==> config.mk <==
export PLATFORM = sky130hd
export DESIGN_NAME = tx_status_slot_tracker
export DESIGN_NICKNAME = d
export VERILOG_FILES = /design/src/txst_pkg.sv /design/src/txst_front.sv /design/src/txst_back.sv /design/src/tx_status_slot_tracker.sv
export SDC_FILE = /design/constraint.sdc
export NUM_CORES = 1
export LEC_CHECK = 0
export BUFFER_PORTS_ARGS = -buffer_cell sky130_fd_sc_hd__buf_4
export CELL_PAD_IN_SITES_DETAIL_PLACEMENT = 0
export CELL_PAD_IN_SITES_GLOBAL_PLACEMENT = 2
export CORE_MARGIN = 2
export CORE_UTILIZATION = 40
export CTS_CLUSTER_SIZE = 40
export DETAILED_ROUTE_END_ITERATION = 6
export GPL_TIMING_DRIVEN = 0
export PLACE_DENSITY_LB_ADDON = 0.1
export SYNTH_ARGS = -nofsm -noshare
export SYNTH_HDL_FRONTEND = slang
export SYNTH_SLANG_ARGS = --single-unit
==> constraint.sdc <==
create_clock -name clk_i -period 3.6 [get_ports clk_i]
set_clock_uncertainty 0.05 [all_clocks]
set_input_delay 0 -clock clk_i [delete_from_list [all_inputs] [get_ports clk_i]]
set_output_delay 0 -clock clk_i [all_outputs]
set_load 0.02 [all_outputs]
==> src/txst_pkg.sv <==
// ----------------------------------------------------------------------------
// txst_pkg: shared types and constants of the tx status slot tracker
// Command, result and status codes, beat payload structs and queue entries.
// ----------------------------------------------------------------------------
`default_nettype none

package txst_pkg;

  // Input command codes
  typedef enum logic [1:0] {
    CMD_SEND   = 2'd0,
    CMD_STATUS = 2'd1,
    CMD_TICK   = 2'd2
  } cmd_e;

  // Classified operation carried through the queue
  typedef enum logic [1:0] {
    OP_SEND   = 2'd0,
    OP_STATUS = 2'd1,
    OP_TICK   = 2'd2
  } op_e;

  // Result kinds
  typedef enum logic [2:0] {
    KIND_ACCEPTED  = 3'd0,
    KIND_DEFERRED  = 3'd1,
    KIND_FAILED    = 3'd2,
    KIND_MATCHED   = 3'd3,
    KIND_UNMATCHED = 3'd4,
    KIND_TIMEOUT   = 3'd5
  } kind_e;

  // Reported transmit status
  typedef enum logic [1:0] {
    TXS_OK    = 2'd0,
    TXS_ERR   = 2'd1,
    TXS_FATAL = 2'd2,
    TXS_NOACK = 2'd3
  } txs_e;

  // Radio handoff result codes
  localparam logic [1:0] RADIO_OK  = 2'd0;
  localparam logic [1:0] RADIO_ERR = 2'd1;

  // Back end sequencer states
  typedef enum logic {
    B_IDLE = 1'b0,
    B_TICK = 1'b1
  } back_state_e;

  localparam logic [7:0]  TIMEOUT_TRIES    = 8'd6;
  localparam logic [15:0] WAIT_TICKS_RESET = 16'd1311;

  typedef struct packed {
    logic [1:0] command;
    logic [7:0] seq;
    logic       is_mgmt;
    logic       header_ok;
    logic [1:0] radio_result;
    logic       success;
    logic [7:0] tx_count;
  } in_item_t;

  typedef struct packed {
    logic [2:0] result_kind;
    logic [1:0] tx_status;
    logic [7:0] report_seq;
    logic [3:0] slot_index;
    logic [7:0] attempts;
    logic       last;
  } out_item_t;

  typedef struct packed {
    op_e      op;
    in_item_t item;
  } q_entry_t;

endpackage

`default_nettype wire

==> src/txst_front.sv <==
// ----------------------------------------------------------------------------
// txst_front: input side of the tx status slot tracker
// Accepts input beats, classifies the command, drops unused codes and
// queues the rest in a two-entry queue toward the back end.
// ----------------------------------------------------------------------------
`default_nettype none

module txst_front (
  input  wire logic               clk_i,
  input  wire logic               rst_ni,
  input  wire logic               in_valid_i,
  output logic                    in_ready_o,
  input  wire txst_pkg::in_item_t in_item_i,
  output logic                    q_valid_o,
  output txst_pkg::q_entry_t      q_entry_o,
  input  wire logic               q_pop_i
);
  import txst_pkg::*;

  logic [1:0] count_q, count_d;
  logic       wr_ptr_q, rd_ptr_q;
  q_entry_t   mem_q [2];
  q_entry_t   entry;
  logic       keep;
  logic       push, pop;

  // Classify the command; unused codes are dropped
  always_comb begin
    keep       = 1'b1;
    entry.op   = OP_SEND;
    entry.item = in_item_i;
    case (in_item_i.command)
      CMD_SEND:   entry.op = OP_SEND;
      CMD_STATUS: entry.op = OP_STATUS;
      CMD_TICK:   entry.op = OP_TICK;
      default:    keep = 1'b0;
    endcase
  end

  assign in_ready_o = (count_q != 2'd2);
  assign push       = in_valid_i && in_ready_o && keep;
  assign pop        = q_pop_i && (count_q != 2'd0);
  assign q_valid_o  = (count_q != 2'd0);
  assign q_entry_o  = mem_q[rd_ptr_q];

  // Track fill level
  always_comb begin
    count_d = count_q;
    if (push && !pop) begin
      count_d = count_q + 2'd1;
    end else if (pop && !push) begin
      count_d = count_q - 2'd1;
    end
  end

  // Advance pointers and fill count
  always_ff @(posedge clk_i or negedge rst_ni) begin
    if (!rst_ni) begin
      count_q  <= 2'd0;
      wr_ptr_q <= 1'b0;
      rd_ptr_q <= 1'b0;
    end else begin
      count_q <= count_d;
      if (push) begin
        wr_ptr_q <= ~wr_ptr_q;
      end
      if (pop) begin
        rd_ptr_q <= ~rd_ptr_q;
      end
    end
  end

  // Hold queued entries
  always_ff @(posedge clk_i) begin
    if (push) begin
      mem_q[wr_ptr_q] <= entry;
    end
  end

endmodule

`default_nettype wire

==> src/txst_back.sv <==
// ----------------------------------------------------------------------------
// txst_back: slot engine of the tx status slot tracker
// Executes queued sends, status reports and ticks against the slot state
// and drives results through an output register.
// ----------------------------------------------------------------------------
`default_nettype none

module txst_back #(
  parameter int unsigned SLOT_COUNT = 5
) (
  input  wire logic                clk_i,
  input  wire logic                rst_ni,
  input  wire logic [15:0]         wait_ticks_i,
  input  wire logic                q_valid_i,
  input  wire txst_pkg::q_entry_t  q_entry_i,
  output logic                     q_pop_o,
  output logic                     out_valid_o,
  input  wire logic                out_ready_i,
  output txst_pkg::out_item_t      out_item_o
);
  import txst_pkg::*;

  localparam int unsigned IW = (SLOT_COUNT > 1) ? $clog2(SLOT_COUNT) : 1;
  localparam logic [IW-1:0] LAST_IDX = IW'(SLOT_COUNT - 1);

  back_state_e             state_q, state_d;
  logic [IW-1:0]           idx_q, idx_d;
  logic [SLOT_COUNT-1:0]   busy_q, busy_d;
  logic [7:0]              seq_q [SLOT_COUNT];
  logic [15:0]             cd_q  [SLOT_COUNT];
  logic                    out_valid_q;
  out_item_t               out_q;

  logic                    can_emit, emit;
  out_item_t               res;
  logic                    wr_en, dec_en;
  logic [IW-1:0]           wr_slot;
  logic                    free_found, match_found;
  logic [IW-1:0]           free_sel, match_sel;
  logic [SLOT_COUNT-1:0]   exp_vec;
  logic                    later_exp;

  // Search free management slot and matching slot, lowest index wins
  always_comb begin
    free_found  = 1'b0;
    free_sel    = '0;
    match_found = 1'b0;
    match_sel   = '0;
    for (int j = SLOT_COUNT - 1; j >= 1; j--) begin
      if (!busy_q[j]) begin
        free_found = 1'b1;
        free_sel   = IW'(j);
      end
    end
    for (int j = SLOT_COUNT - 1; j >= 0; j--) begin
      if (busy_q[j] && (seq_q[j] == q_entry_i.item.seq)) begin
        match_found = 1'b1;
        match_sel   = IW'(j);
      end
    end
  end

  // Flag slots that expire on this tick and any beyond the walk position
  always_comb begin
    later_exp = 1'b0;
    for (int j = 0; j < SLOT_COUNT; j++) begin
      exp_vec[j] = busy_q[j] && (cd_q[j][15:1] == 15'd0);
      if ((j > int'(idx_q)) && exp_vec[j]) begin
        later_exp = 1'b1;
      end
    end
  end

  assign can_emit = !out_valid_q || out_ready_i;

  // Sequence operations and build results
  always_comb begin
    logic [IW-1:0] tgt;
    logic          advance;
    tgt      = '0;
    advance  = 1'b0;
    state_d  = state_q;
    idx_d    = idx_q;
    busy_d   = busy_q;
    q_pop_o  = 1'b0;
    emit     = 1'b0;
    wr_en    = 1'b0;
    wr_slot  = '0;
    dec_en   = 1'b0;
    res      = '0;
    res.report_seq = q_entry_i.item.seq;
    res.last       = 1'b1;
    case (state_q)
      B_IDLE: begin
        if (q_valid_i) begin
          case (q_entry_i.op)
            OP_SEND: begin
              if (can_emit) begin
                q_pop_o = 1'b1;
                emit    = 1'b1;
                if (!q_entry_i.item.header_ok ||
                    (q_entry_i.item.is_mgmt && !free_found)) begin
                  res.result_kind = KIND_FAILED;
                  res.tx_status   = TXS_FATAL;
                end else if (!q_entry_i.item.is_mgmt && busy_q[0]) begin
                  res.result_kind = KIND_DEFERRED;
                  res.tx_status   = TXS_OK;
                end else begin
                  tgt            = q_entry_i.item.is_mgmt ? free_sel : '0;
                  res.slot_index = 4'(tgt);
                  if (q_entry_i.item.radio_result == RADIO_OK) begin
                    res.result_kind = KIND_ACCEPTED;
                    res.tx_status   = TXS_OK;
                    busy_d[tgt]     = 1'b1;
                    wr_en           = 1'b1;
                    wr_slot         = tgt;
                  end else begin
                    // radio failure leaves the target slot free
                    res.result_kind = KIND_FAILED;
                    res.tx_status   = (q_entry_i.item.radio_result == RADIO_ERR) ?
                                      TXS_ERR : TXS_FATAL;
                    busy_d[tgt]     = 1'b0;
                  end
                end
              end
            end
            OP_STATUS: begin
              if (can_emit) begin
                q_pop_o = 1'b1;
                emit    = 1'b1;
                if (match_found) begin
                  res.result_kind   = KIND_MATCHED;
                  res.tx_status     = q_entry_i.item.success ? TXS_OK : TXS_ERR;
                  res.slot_index    = 4'(match_sel);
                  res.attempts      = q_entry_i.item.tx_count;
                  busy_d[match_sel] = 1'b0;
                end else begin
                  res.result_kind = KIND_UNMATCHED;
                  res.tx_status   = TXS_FATAL;
                end
              end
            end
            OP_TICK: begin
              q_pop_o = 1'b1;
              idx_d   = '0;
              state_d = B_TICK;
            end
            default: q_pop_o = 1'b1;
          endcase
        end
      end
      B_TICK: begin
        // walk one slot per cycle; stall only on an expiry with output full
        if (exp_vec[idx_q]) begin
          if (can_emit) begin
            emit            = 1'b1;
            res.result_kind = KIND_TIMEOUT;
            res.tx_status   = TXS_NOACK;
            res.report_seq  = seq_q[idx_q];
            res.slot_index  = 4'(idx_q);
            res.attempts    = TIMEOUT_TRIES;
            res.last        = !later_exp;
            busy_d[idx_q]   = 1'b0;
            advance         = 1'b1;
          end
        end else begin
          dec_en  = busy_q[idx_q];
          advance = 1'b1;
        end
        if (advance) begin
          if (idx_q == LAST_IDX) begin
            state_d = B_IDLE;
          end else begin
            idx_d = idx_q + IW'(1);
          end
        end
      end
      default: state_d = B_IDLE;
    endcase
  end

  // Control registers
  always_ff @(posedge clk_i or negedge rst_ni) begin
    if (!rst_ni) begin
      state_q     <= B_IDLE;
      idx_q       <= '0;
      busy_q      <= '0;
      out_valid_q <= 1'b0;
    end else begin
      state_q <= state_d;
      idx_q   <= idx_d;
      busy_q  <= busy_d;
      if (emit) begin
        out_valid_q <= 1'b1;
      end else if (out_ready_i) begin
        out_valid_q <= 1'b0;
      end
    end
  end

  // Slot payload and output beat
  always_ff @(posedge clk_i) begin
    if (wr_en) begin
      seq_q[wr_slot] <= q_entry_i.item.seq;
      cd_q[wr_slot]  <= wait_ticks_i;
    end
    if (dec_en) begin
      cd_q[idx_q] <= cd_q[idx_q] - 16'd1;
    end
    if (emit) begin
      out_q <= res;
    end
  end

  assign out_valid_o = out_valid_q;
  assign out_item_o  = out_q;

  // Queue is never popped while walking a tick
  assert property (@(posedge clk_i) disable iff (!rst_ni)
    (state_q == B_TICK) |-> !q_pop_o)
    else $error("queue popped during tick walk");

  // Timeout results come only from the tick walk
  assert property (@(posedge clk_i) disable iff (!rst_ni)
    (emit && (res.result_kind == KIND_TIMEOUT)) |-> (state_q == B_TICK))
    else $error("timeout outside tick walk");

  // Accepting into the data slot requires it to be free
  assert property (@(posedge clk_i) disable iff (!rst_ni)
    (emit && (res.result_kind == KIND_ACCEPTED) && (res.slot_index == 4'd0))
      |-> !busy_q[0])
    else $error("data slot accepted while busy");

  // A match frees exactly one slot
  assert property (@(posedge clk_i) disable iff (!rst_ni)
    (emit && (res.result_kind == KIND_MATCHED))
      |=> ($countones(busy_q) + 1 == $past($countones(busy_q))))
    else $error("match did not free one slot");

  // A new beat is never loaded while the held one is stalled
  assert property (@(posedge clk_i) disable iff (!rst_ni)
    (out_valid_q && !out_ready_i) |-> !emit)
    else $error("output beat overwritten");

endmodule

`default_nettype wire

==> src/tx_status_slot_tracker.sv <==
// ----------------------------------------------------------------------------
// tx_status_slot_tracker: one data slot and MGMT_SLOTS management slots.
// A send or status result is registered in the front queue and then in the back
// end output register before its output beat is presented.
// Throughput: one send or status per cycle while the output is not stalled; a
// tick holds the back end while it is dequeued and while it walks each slot in
// turn, longer while a timeout beat waits.
// Reset: all slots free, wait_ticks 1311, queue and output empty.
// ----------------------------------------------------------------------------
`default_nettype none

module tx_status_slot_tracker #(
  parameter int unsigned MGMT_SLOTS = 4
) (
  input  wire logic                 clk_i,
  input  wire logic                 rst_ni,
  input  wire logic                 cfg_we_i,
  input  wire logic [15:0]          cfg_wdata_i,
  input  wire logic                 in_valid_i,
  output logic                      in_ready_o,
  input  wire txst_pkg::in_item_t   in_item_i,
  output logic                      out_valid_o,
  input  wire logic                 out_ready_i,
  output txst_pkg::out_item_t       out_item_o
);
  import txst_pkg::*;

  localparam int unsigned SLOT_COUNT = 1 + MGMT_SLOTS;

  logic [15:0] wait_ticks_q;
  logic        q_valid;
  q_entry_t    q_entry;
  logic        q_pop;

  // Hold the status wait register
  always_ff @(posedge clk_i or negedge rst_ni) begin
    if (!rst_ni) begin
      wait_ticks_q <= WAIT_TICKS_RESET;
    end else if (cfg_we_i) begin
      wait_ticks_q <= cfg_wdata_i;
    end
  end

  txst_front u_front (
    .clk_i      (clk_i),
    .rst_ni     (rst_ni),
    .in_valid_i (in_valid_i),
    .in_ready_o (in_ready_o),
    .in_item_i  (in_item_i),
    .q_valid_o  (q_valid),
    .q_entry_o  (q_entry),
    .q_pop_i    (q_pop)
  );

  txst_back #(
    .SLOT_COUNT (SLOT_COUNT)
  ) u_back (
    .clk_i        (clk_i),
    .rst_ni       (rst_ni),
    .wait_ticks_i (wait_ticks_q),
    .q_valid_i    (q_valid),
    .q_entry_i    (q_entry),
    .q_pop_o      (q_pop),
    .out_valid_o  (out_valid_o),
    .out_ready_i  (out_ready_i),
    .out_item_o   (out_item_o)
  );

endmodule

`default_nettype wire

==> results of run 1 <==
how the worst max path moves through the flow:
stage	end	slack, ns	cells after the start
final	u_back.cd_q[0][3]	0.13	10
after floorplan	u_back.cd_q[3][0]	0.34	9
after global routing	u_back.cd_q[1][15]	-0.002	10
after CTS	u_back.cd_q[2][12]	0.04	11
after detailed placement	u_back.cd_q[4][15]	-0.98	9
after global placement	u_back.cd_q[0][1]	-0.93	11
layout make-up:
type	count	area share [%]
tap	442	3.40
buffer	39	1.43
inverter	24	0.554
sequential	293	53.3
clock buffer	48	6.00
clock inverter	16	0.885
multi-input combinational	582	27.4
timing repair buffer	129	7.03
stage by stage:
| step | instance area, um2 | utilization [%] | cells | TNS (ns) | setup slack (ns) |
|---|---|---|---|---|---|
| finish | 16300 | 50.2 | 1573 | 0 | 0.127 |
| global placement | 14400 | 44.5 | 1449 | -81.79 | -0.928 |
| CTS | 16200 | 50.1 | 1571 | 0 | 0.0359 |
| global route | 16300 | 50.2 | 1573 | -0.00453 | -0.00183 |
| floorplan | 13300 | - | 938 | 0 | 0.337 |
| detailed placement | 14500 | 44.8 | 1454 | -45.25 | -0.984 |
layout by cell type, fill, tap and decap left out, drive strengths merged, types with 28 or more instances in the layout:
master,netlist,routed
edfxtp,263,263
buf,29,106
conb,1,73
nor2,67,67
clkbuf,10,59
dlygate4sd3,0,51
nand2,47,47
xnor2,42,42
mux2,38,38
mux2i,36,36
mux4,29,29
o21ai,28,28
metal layers:
metal	part of all wire, %	wire, um	vias to the layer above	GRT usage [%]
met2	48	16100	198	33.8
li1	-	-	3780	-
met5	0	0	-	0
met3	4.1	1390	52	2.77
met1	45	15200	4089	27.6
met4	2.7	893	0	6.41
sequential cells by signal, indices dropped and copies added (netlist names), named ones only:
name	flops
u_back.cd_q	128
u_back.idx_q	3
u_back.out_item_o	25
u_back.out_valid_o	1
u_back.seq_q	64
u_back.state_q	1
u_front.count_q	2
u_front.mem_q	46
u_front.rd_ptr_q	1
u_front.wr_ptr_q	1
wait_ticks_q	16
power by group:
| group | switching (W) | total [W] | internal, W | leakage, nW |
|---|---|---|---|---|
| clock | 0.00137 | 0.00342 | 0.00205 | 0.543 |
| combinational | 0.00302 | 0.00486 | 0.00184 | 2.42 |
| sequential | 0.000265 | 0.00514 | 0.00488 | 2.81 |
critical path: stages, from the launching register on:
cell and delay (ns):
edfxtp_1 0.39, nor4_1 0.65, nand4_1 0.28, o22ai_1 0.33, o21ai_2 0.15, and4_1 0.20
buf_2 0.16, nand2_1 0.11, nand3_1 0.20, a211oi_4 0.42, buf_8 0.23
cells by family (layout without fill, tap and decap cells):
group,after synthesis,after routing
flip-flops,293,293
AND/OR/NAND/NOR,223,223
AO/OA/AOI/OAI,122,122
multiplexers,103,103
buffers and inverters,63,256
XOR/XNOR,57,57
adder cells (fa/ha/maj),4,4
other,1,73
what timing repair did:
action                                 in CTS  in global routing
pin swaps                                   1                  2
setup endpoints to repair                 121                 87
setup buffers                               1                  2
endpoints found under the hold margin      93                  0
gates resized for setup                    14                  6
hold buffers                               52                  0
==> results by group, run 1 <==
Clock network
  • Inserted Clock Buffers: 35
  • CTS tree: built
  • Clock Latency Late Sink: 0.52 ns
  • Clk pin slew, worst setup/hold paths: 0.06 ns
  • CTS H-tree depth: 2
  • CTS root buffer: clkbuf_16
  • TritonCTS Sinks: a little under 300
  • Bufs on Longest Clock Path: 3

Synth
  • Post-synth EDFFs: 263
  • Ys flop type: edfxtp_1
  • Syn avg cell area: approximately 15 um2
  • Commonest cells in the netlist: 263 x edfxtp_1, 64 x nor2_1, 45 x nand2_1
  • Synth warnings: 0
  • Adder-Cell Fraction of Synth Area: 0.383%
  • Synth top area cells: edfxtp_1 60%, mux4_2 5.0%, dfrtp_1 4.4%, mux2_2 3.1%, xnor2_1 2.8%
  • Synthesized cell area: 13,100 um2
  • Largest family of logic cells by synthesized area: multiplexers
  • Post-synthesis cell count: 866
  • Post-synth top area cell: edfxtp_1
  • Register area share after synthesis: 66.3%
  • Synth cell types: 73
  • Top-count cell post-synth: edfxtp_1
  • Yosys top cell area share: around 60%
  • Compound-Gate Fraction of Synth Area: 6.35%
  • Yosys reg bits: 293
  • Mux contribution to synthesized area: 11.8%
  • Xor and xnor area share after synthesis: between 3 and 4%
  • Post-Synth Simple-Gate Area: 8.90%
  • Ys async rst share: 10.2%

Power and ir drop
  • Total power: 0.0134 W
  • P per Cell Area: between 800 and 900 nW/um2
  • Static Leak: 5.77 nW
  • Max VDD drop: 0.000385 V

Placed design
  • Port buffer count: 69
  • DP HPWL: 23,300 um
  • GPL Wtd Cong: 0.822

Detailed routing
  • Routed WL: 33,600 um
  • Vias after detailed routing: ~8.1k
  • DR pass1 iterations: 5
  • DRC: 0
  • Via density: 5.16
  • Post-DR wirelength/cell: 21.4 um
  • DRT antenna net count: 0
  • Detailed Route Iter0 Violations: between 600 and 700

Floorplan
  • Row count: 66
  • Die W: 185 um
  • Initial Util: around two fifths
  • Core ar.: 32,400 um2
  • Full die area: between 30,000 and 40,000 um2
  • Top-level port count: 72
  • Die height: between 150 and 200 um

Timing
  • Final Hold Vio Count: 0
  • Final worst-path cycle share: 96.5%
  • Slew @ Worst Pin: 1.17 ns
  • Final min period: 3.47 ns
  • Worst slew margin relative to its limit: 22.1%
  • Final setup fails: 0
  • Hold slack: about 0.071 ns
  • Slew Limit Fails: 0
  • Fmax achieved: 288 MHz

Min path
  • HP Class: in -> reg
  • Hold path depth: 4
  • Worst Hold Endpoint: u_back.out_valid_o
  • Hold path start: out_ready_i

Setup path
  • CP endpoint kind: register
  • FF-to-FF path depth: 10
  • Crit path arrival time: 3.64 ns
  • CP required: approximately 3.8 ns
  • Crit path launch: u_back.cd_q[1][11]
  • Startpoint Class: register
  • Critical R2R Launch: u_back.cd_q[1][11]
  • Crit Path Category: reg -> reg
  • RR Endpoint: u_back.cd_q[0][3]
  • R2R Setup Slk: ~0.13 ns
  • Crit path max fanout: 14

Run status
  • Status: finished, final reports clean

Final layout
  • Area of the multi-input gates: about 4500 um2
  • Area delta synth->final: 24.5%
  • Nets: 1,152
  • Diode count: 0
  • Register Area: around 8700 um2
  • # fillers: 2,835
  • Layout cells sized above 1: 24.4%

Global routing
  • First-pass GRT wire length: 50,600 um
  • Vias in the first global route: 8,293
  • Number of antenna violations at the first check in global routing: 0
  • GR Util All Layers: 20.3%
  • Grt ovf: 0
  • Largest net degree at the start of global routing: 26

Flow run
  • Max Cap Violations: 0
Note: power is estimated with default switching activity, not from simulation.
==> inputs of run 2 (changes only) <==
- CORE_UTILIZATION: 40 -> 48
- HOLD_SLACK_MARGIN: unset -> 0.12
- clock period: 3.6 -> 4.3 ns (I/O delays scaled with it)
==> results by group, run 2 (synthesis gave the netlist of run 1 again) <==
Run status
  • Status: finished, final reports clean (unchanged)

Setup path
  • CP endpoint kind: register (unchanged)
  • Crit path max fanout: 16 (was 14)
  • Crit Path Category: reg -> reg (unchanged)
  • CP required: 4.45 ns (was 3.77 ns)
  • Startpoint Class: register (unchanged)
  • Crit path arrival time: 4.05 ns (was 3.64 ns)

Timing
  • Fmax achieved: 257 MHz (was 288 MHz)
  • Final Hold Vio Count: 0 (unchanged)
  • Final worst-path cycle share: 90.6% (was 96.5%)
  • Slew Limit Fails: 0 (unchanged)
  • RSZ-0062 raised after global routing: no
  • Worst slew margin relative to its limit: 25.2% (was 22.1%)
  • Slew @ Worst Pin: 1.12 ns (was 1.17 ns)
  • Fin worst setup slack: 0.403 ns (was 0.127 ns)
  • Final setup fails: 0 (unchanged)
  • Final min period: 3.90 ns (was 3.47 ns)

Final layout
  • Layout cells sized above 1: 22.6% (was 24.4%)
  • Area delta synth->final: 22.7% (was 24.5%)
  • Commonest non-fill, non-tap cell in the layout: edfxtp_1 (unchanged)
  • Largest regs: u_back.cd_q x128, u_back.seq_q x64, u_front.mem_q x46 (unchanged)
  • Diode count: 0 (unchanged)
  • Final Util: 59.8% (was 50.2%)
  • Top reg by flops: u_back.cd_q (unchanged)
  • Commonest cells after routing, fill and taps aside: 263 x edfxtp_1, 73 x conb_1, 71 x buf_4 (was 263 x edfxtp_1, 76 x buf_4, 73 x conb_1)
  • Nets: 1,159 (was 1,152)
  • Max reg flops: 128 (unchanged)
  • # fillers: 2,111 (was 2,835)

Clock network
  • Inserted Clock Buffers: 31 (was 35)
  • CTS H-tree depth: 1 (was 2)
  • TritonCTS Sinks: 293 (unchanged)
  • Bufs on Longest Clock Path: 3 (unchanged)
  • CTS root buffer: clkbuf_16 (unchanged)
  • Setup Buffers After CTS: 0 (was 1)
  • CTS tree: built (unchanged)
  • Clk pin slew, worst setup/hold paths: 0.06 ns (about the same)
  • Clock Latency Late Sink: 0.57 ns (was 0.52 ns)

Global routing
  • Met2 usage: 41.6% (was 33.8%)
  • GR Util All Layers: 23.4% (was 20.3%)
  • Vias in the first global route: 8,461 (was 8,293)
  • Number of antenna violations at the first check in global routing: 0 (unchanged)
  • Largest net degree at the start of global routing: 26 (unchanged)
  • Met3 Use GR: 2.78% (was 2.77%)
  • Gr busiest metal: met2 (unchanged)
  • Grt ovf: 0 (unchanged)
  • First-pass GRT wire length: 50,000 um (was 50,600 um)
  • Routing usage on met1: 30.8% (was 27.6%)

Detailed routing
  • Vias after detailed routing: 8,188 (was 8,119)
  • DR pass1 iterations: 5 (unchanged)
  • Detailed Route Iter0 Violations: 551 (was 603)
  • Post-DR wirelength/cell: 22.3 um (was 21.4 um)
  • Routed WL: 32,800 um (was 33,600 um)
  • DRT antenna net count: 0 (unchanged)
  • Via density: 5.56 (was 5.16)
  • DRC: 0 (unchanged)

Power and ir drop
  • P per Cell Area: 679 nW/um2 (was 826 nW/um2)
  • Max VDD drop: 0.000349 V (was 0.000385 V)
  • Static Leak: 5.72 nW (was 5.77 nW)

Floorplan
  • Core ar.: 26,800 um2 (was 32,400 um2)
  • Initial Util: 48.7% (was 40.3%)
  • Top-level port count: 72 (unchanged)
  • Die height: 169 um (was 185 um)
  • Full die area: 28,500 um2 (was 34,100 um2)
  • Die W: 169 um (was 185 um)
  • Row count: 60 (was 66)

Placed design
  • Port buffer count: 69 (unchanged)
  • GPL Wtd Cong: 0.827 (was 0.822)
  • DP HPWL: 22,500 um (was 23,300 um)
  • DP Worst Slack: -0.244 ns (was -0.984 ns)

Min path
  • HP Class: in -> reg (unchanged)

Flow run
  • Max Cap Violations: 0 (unchanged)
run 2: area by class of cell:
type,instances,area [um2],area share (%)
sequential,293,8660,54.0
multi-input combinational,582,4400,27.5
timing repair buffer,140,1260,7.89
clock buffer,37,798,4.98
tap,341,427,2.66
buffer,39,225,1.41
clock inverter,17,165,1.03
inverter,24,90.1,0.562
run 2: path summary, 6_finish.rpt:
check / cells past startpoint / start / slack [ns] / end
worst max-delay path: 10 / u_front.rd_ptr_q / 0.40 / u_back.cd_q[4][9]
worst min-delay path: 2 / in_item_i[15] / 0.12 / u_front.mem_q[0][15]
worst max register to register: 10 / u_front.rd_ptr_q / 0.40 / u_back.cd_q[4][9]
worst min register to register: 1 / wait_ticks_q[9] / 0.45 / wait_ticks_q[9]
max in group asynchronous: 4 / rst_ni / 3.49 / asynchronous set/reset pin
min in group asynchronous: 3 / rst_ni / 0.51 / wait_ticks_q[1]
run 2: power breakdown:
group	switching [W]	internal, W	leakage [nW]
logic	0.00249	0.00155	2.45
registers	0.000226	0.00408	2.81
clock network	0.00105	0.00149	0.465
run 2: what timing repair did:
item                                    in CTS  in global routing
resized for setup                            1                  1
hold buffers                                65                  0
gates cloned                                 0                  0
endpoints found under the setup margin      16                 16
hold endpoints to repair                   119                  0
run 2: critical path, stage by stage (launching register included):
cell and delay (ns):
dfrtp_1 0.37, buf_4 0.18, buf_6 0.18, buf_2 0.20
nor3_1 0.27, o21ai_1 0.17, nor2_1 0.31, nand3_1 0.41
nor2_2 0.69, inv_1 0.20, nand2_2 0.48
run 2: stage by stage:
stage                     power [W]  std cells  hold slack (ns)  setup TNS [ns]  instance area, um2
after floorplan             0.00702        938           -0.346               0               13300
after global placement      0.00824       1348          -0.0681          -37.54               14300
after detailed placement    0.00834       1353          -0.0677           -3.85               14400
after CTS                    0.0110       1472            0.122               0               16000
after global routing         0.0114       1473            0.122               0               16000
final                        0.0109       1473            0.122               0               16000
run 2: metal layers:
metal  routed length, um  up-vias
met5                   0        -
met4                 829        0
met3                1250       48
met2               16700      182
met1               14100     4170
li1                    -     3788
==> inputs of run 3 (changes only) <==
- CORE_ASPECT_RATIO: unset -> 1.2
- CORE_UTILIZATION: 48 -> 46
==> results by group, run 3 (synthesis gave the netlist of run 1 again) <==
Run status
  • Status: finished, final reports clean (unchanged)

Setup path
  • Startpoint Class: register (unchanged)
  • CP max-delay cell: nor2_2 (unchanged)
  • Crit path arrival time: 4.01 ns (was 4.05 ns)
  • R2R Setup Slk: 0.42 ns (was 0.40 ns)
  • FF-to-FF path depth: 10 (unchanged)
  • RR Endpoint: u_back.cd_q[4][12] (was u_back.cd_q[4][9])
  • CP endpoint kind: register (unchanged)
  • CP required: 4.43 ns (was 4.45 ns)
  • Crit path launch: u_front.rd_ptr_q (unchanged)
  • Crit path capture: u_back.cd_q[4][12] (was u_back.cd_q[4][9])
  • Crit path max fanout: 16 (unchanged)
  • Crit Path Category: reg -> reg (unchanged)
  • CP cell instances: buf_4 > buf_6 > buf_2 > nor3_1 > o21ai_1 > nor2_1 > nand3_1 > nor2_2 > inv_1 > nand2_2 (unchanged)
  • Critical R2R Launch: u_front.rd_ptr_q (unchanged)
  • Max incr delay on CP: 0.69 ns (about the same)

Final layout
  • Nets: 1,146 (was 1,159)
  • Area delta synth->final: 22.7% (about the same)
  • Layout cells sized above 1: 23.1% (was 22.6%)
  • Max reg flops: 128 (unchanged)
  • Commonest non-fill, non-tap cell in the layout: edfxtp_1 (unchanged)
  • Largest regs: u_back.cd_q x128, u_back.seq_q x64, u_front.mem_q x46 (unchanged)
  • Diode count: 0 (unchanged)
  • Commonest cells after routing, fill and taps aside: 263 x edfxtp_1, 73 x conb_1, 71 x buf_4 (unchanged)
  • Top reg by flops: u_back.cd_q (unchanged)

Clock network
  • Bufs on Longest Clock Path: 3 (unchanged)
  • TritonCTS Sinks: 293 (unchanged)
  • CTS H-tree depth: 1 (unchanged)
  • CTS tree: built (unchanged)
  • Clk pin slew, worst setup/hold paths: 0.06 ns (about the same)
  • Clock Latency Late Sink: 0.55 ns (was 0.57 ns)
  • Inserted Clock Buffers: 29 (was 31)
  • CTS root buffer: clkbuf_16 (unchanged)

Power and ir drop
  • Static Leak: 5.70 nW (was 5.72 nW)
  • P per Cell Area: 686 nW/um2 (was 679 nW/um2)
  • Total power: 0.0110 W (was 0.0109 W)
  • Max VDD drop: 0.000430 V (was 0.000349 V)

Global routing
  • GR Util All Layers: 22.3% (was 23.4%)
  • Vias in the first global route: 8,499 (was 8,461)
  • Number of antenna violations at the first check in global routing: 0 (unchanged)
  • Grt ovf: 0 (unchanged)
  • First-pass GRT wire length: 49,200 um (was 50,000 um)
  • Largest net degree at the start of global routing: 26 (unchanged)

Detailed routing
  • DRC: 0 (unchanged)
  • Routed WL: 32,100 um (was 32,800 um)
  • DR pass1 iterations: 5 (unchanged)
  • Via density: 5.36 (was 5.56)
  • DRT antenna net count: 0 (unchanged)
  • Detailed Route Iter0 Violations: 616 (was 551)
  • Post-DR wirelength/cell: 21.4 um (was 22.3 um)
  • Vias after detailed routing: 8,035 (was 8,188)

Timing
  • Setup TNS: 0 ns (unchanged)
  • RSZ-0062 raised after global routing: no (unchanged)
  • Final min period: 3.88 ns (was 3.90 ns)
  • Hold slack: 0.136 ns (was 0.122 ns)
  • Slew Limit Fails: 0 (unchanged)
  • Final worst-path cycle share: 90.3% (was 90.6%)
  • Final Hold Vio Count: 0 (unchanged)
  • Final setup fails: 0 (unchanged)
  • Fmax achieved: 258 MHz (was 257 MHz)
  • Slew @ Worst Pin: 1.23 ns (was 1.12 ns)
  • Worst slew margin relative to its limit: 17.8% (was 25.2%)

Min path
  • HP Class: in -> reg (unchanged)
  • Hold path depth: 2 (unchanged)

Floorplan
  • Top-level port count: 72 (unchanged)
  • Full die area: 29,800 um2 (was 28,500 um2)
  • Die height: 189 um (was 169 um)
  • Row count: 67 (was 60)
  • Initial Util: 46.8% (was 48.7%)
  • Die W: 158 um (was 169 um)
  • Core ar.: 27,900 um2 (was 26,800 um2)

Placed design
  • DP HPWL: 22,500 um (about the same)
  • GPL Wtd Cong: 0.870 (was 0.827)
  • Port buffer count: 69 (unchanged)

Flow run
  • Max Cap Violations: 0 (unchanged)
==> run 3: worst min path at each step <==
stage	startpoint	to	slack [ns]
6_report	in_item_i[10]	u_front.mem_q[1][10]	0.14
5_1_grt	in_item_i[8]	u_front.mem_q[1][8]	0.14
4_1_cts	in_item_i[10]	u_front.mem_q[1][10]	0.12
3_5_place_dp	rst_ni	wait_ticks_q[5]	-0.06
3_3_place_gp	rst_ni	wait_ticks_q[5]	-0.06
2_1_floorplan	rst_ni	asynchronous set/reset pin	-0.35
==> run 3: metrics by stage <==
| stage | util (%) | cells | instance area, um2 | worst slack (ns) |
|---|---|---|---|---|
| final | 57.4 | 1499 | 16000 | 0.418 |
| after global routing | 57.4 | 1499 | 16000 | 0.241 |
| after CTS | 57.4 | 1499 | 16000 | 0.0800 |
| after detailed placement | 51.7 | 1391 | 14400 | -0.249 |
| after global placement | 51.3 | 1386 | 14300 | -1.18 |
| after floorplan | - | 938 | 13300 | 0.535 |
==> run 3: critical path: cells and delay by family, from the launching register on <==
kind	cells	cell delay, ns
buffers and inverters	4	0.76
DFF	1	0.36
AOI/OAI and AO/OA	1	0.17
and+or+nand+nor	5	2.15
==> run 3: final cells by class <==
class                   count  area [um2]
repair buffers            129        1150
well taps                 379         474
flip-flops and latches    293        8660
clock inverters            18         243
inverters                  24        90.1
clock buffers              35         778
multi-input cells         582        4400
fillers                  2318       11900
plain buffers              39         225
==> run 3: repair_timing <==
item	4_1_cts	5_1_grt
setup buffers	0	0
hold buffers	55	0
endpoints found under the setup margin	16	16
endpoints found under the hold margin	103	0
gates resized for setup	1	1
==> run 3: metal layers <==
layer / vias up / part of all wire (%) / global-route usage [%]
met2: 199 / 52 / 40.3
met4: 0 / 2.5 / 6.54
li1: 3751 / - / -
met5: - / 0 / 0
met3: 46 / 3.8 / 2.16
met1: 4039 / 41 / 28.2
==> run 3: power by group <==
part	switching, W	internal [W]
Combinational	0.00246	0.00153
Clock	0.00104	0.00164
Sequential	0.000226	0.00409
Total	0.00374	0.00725
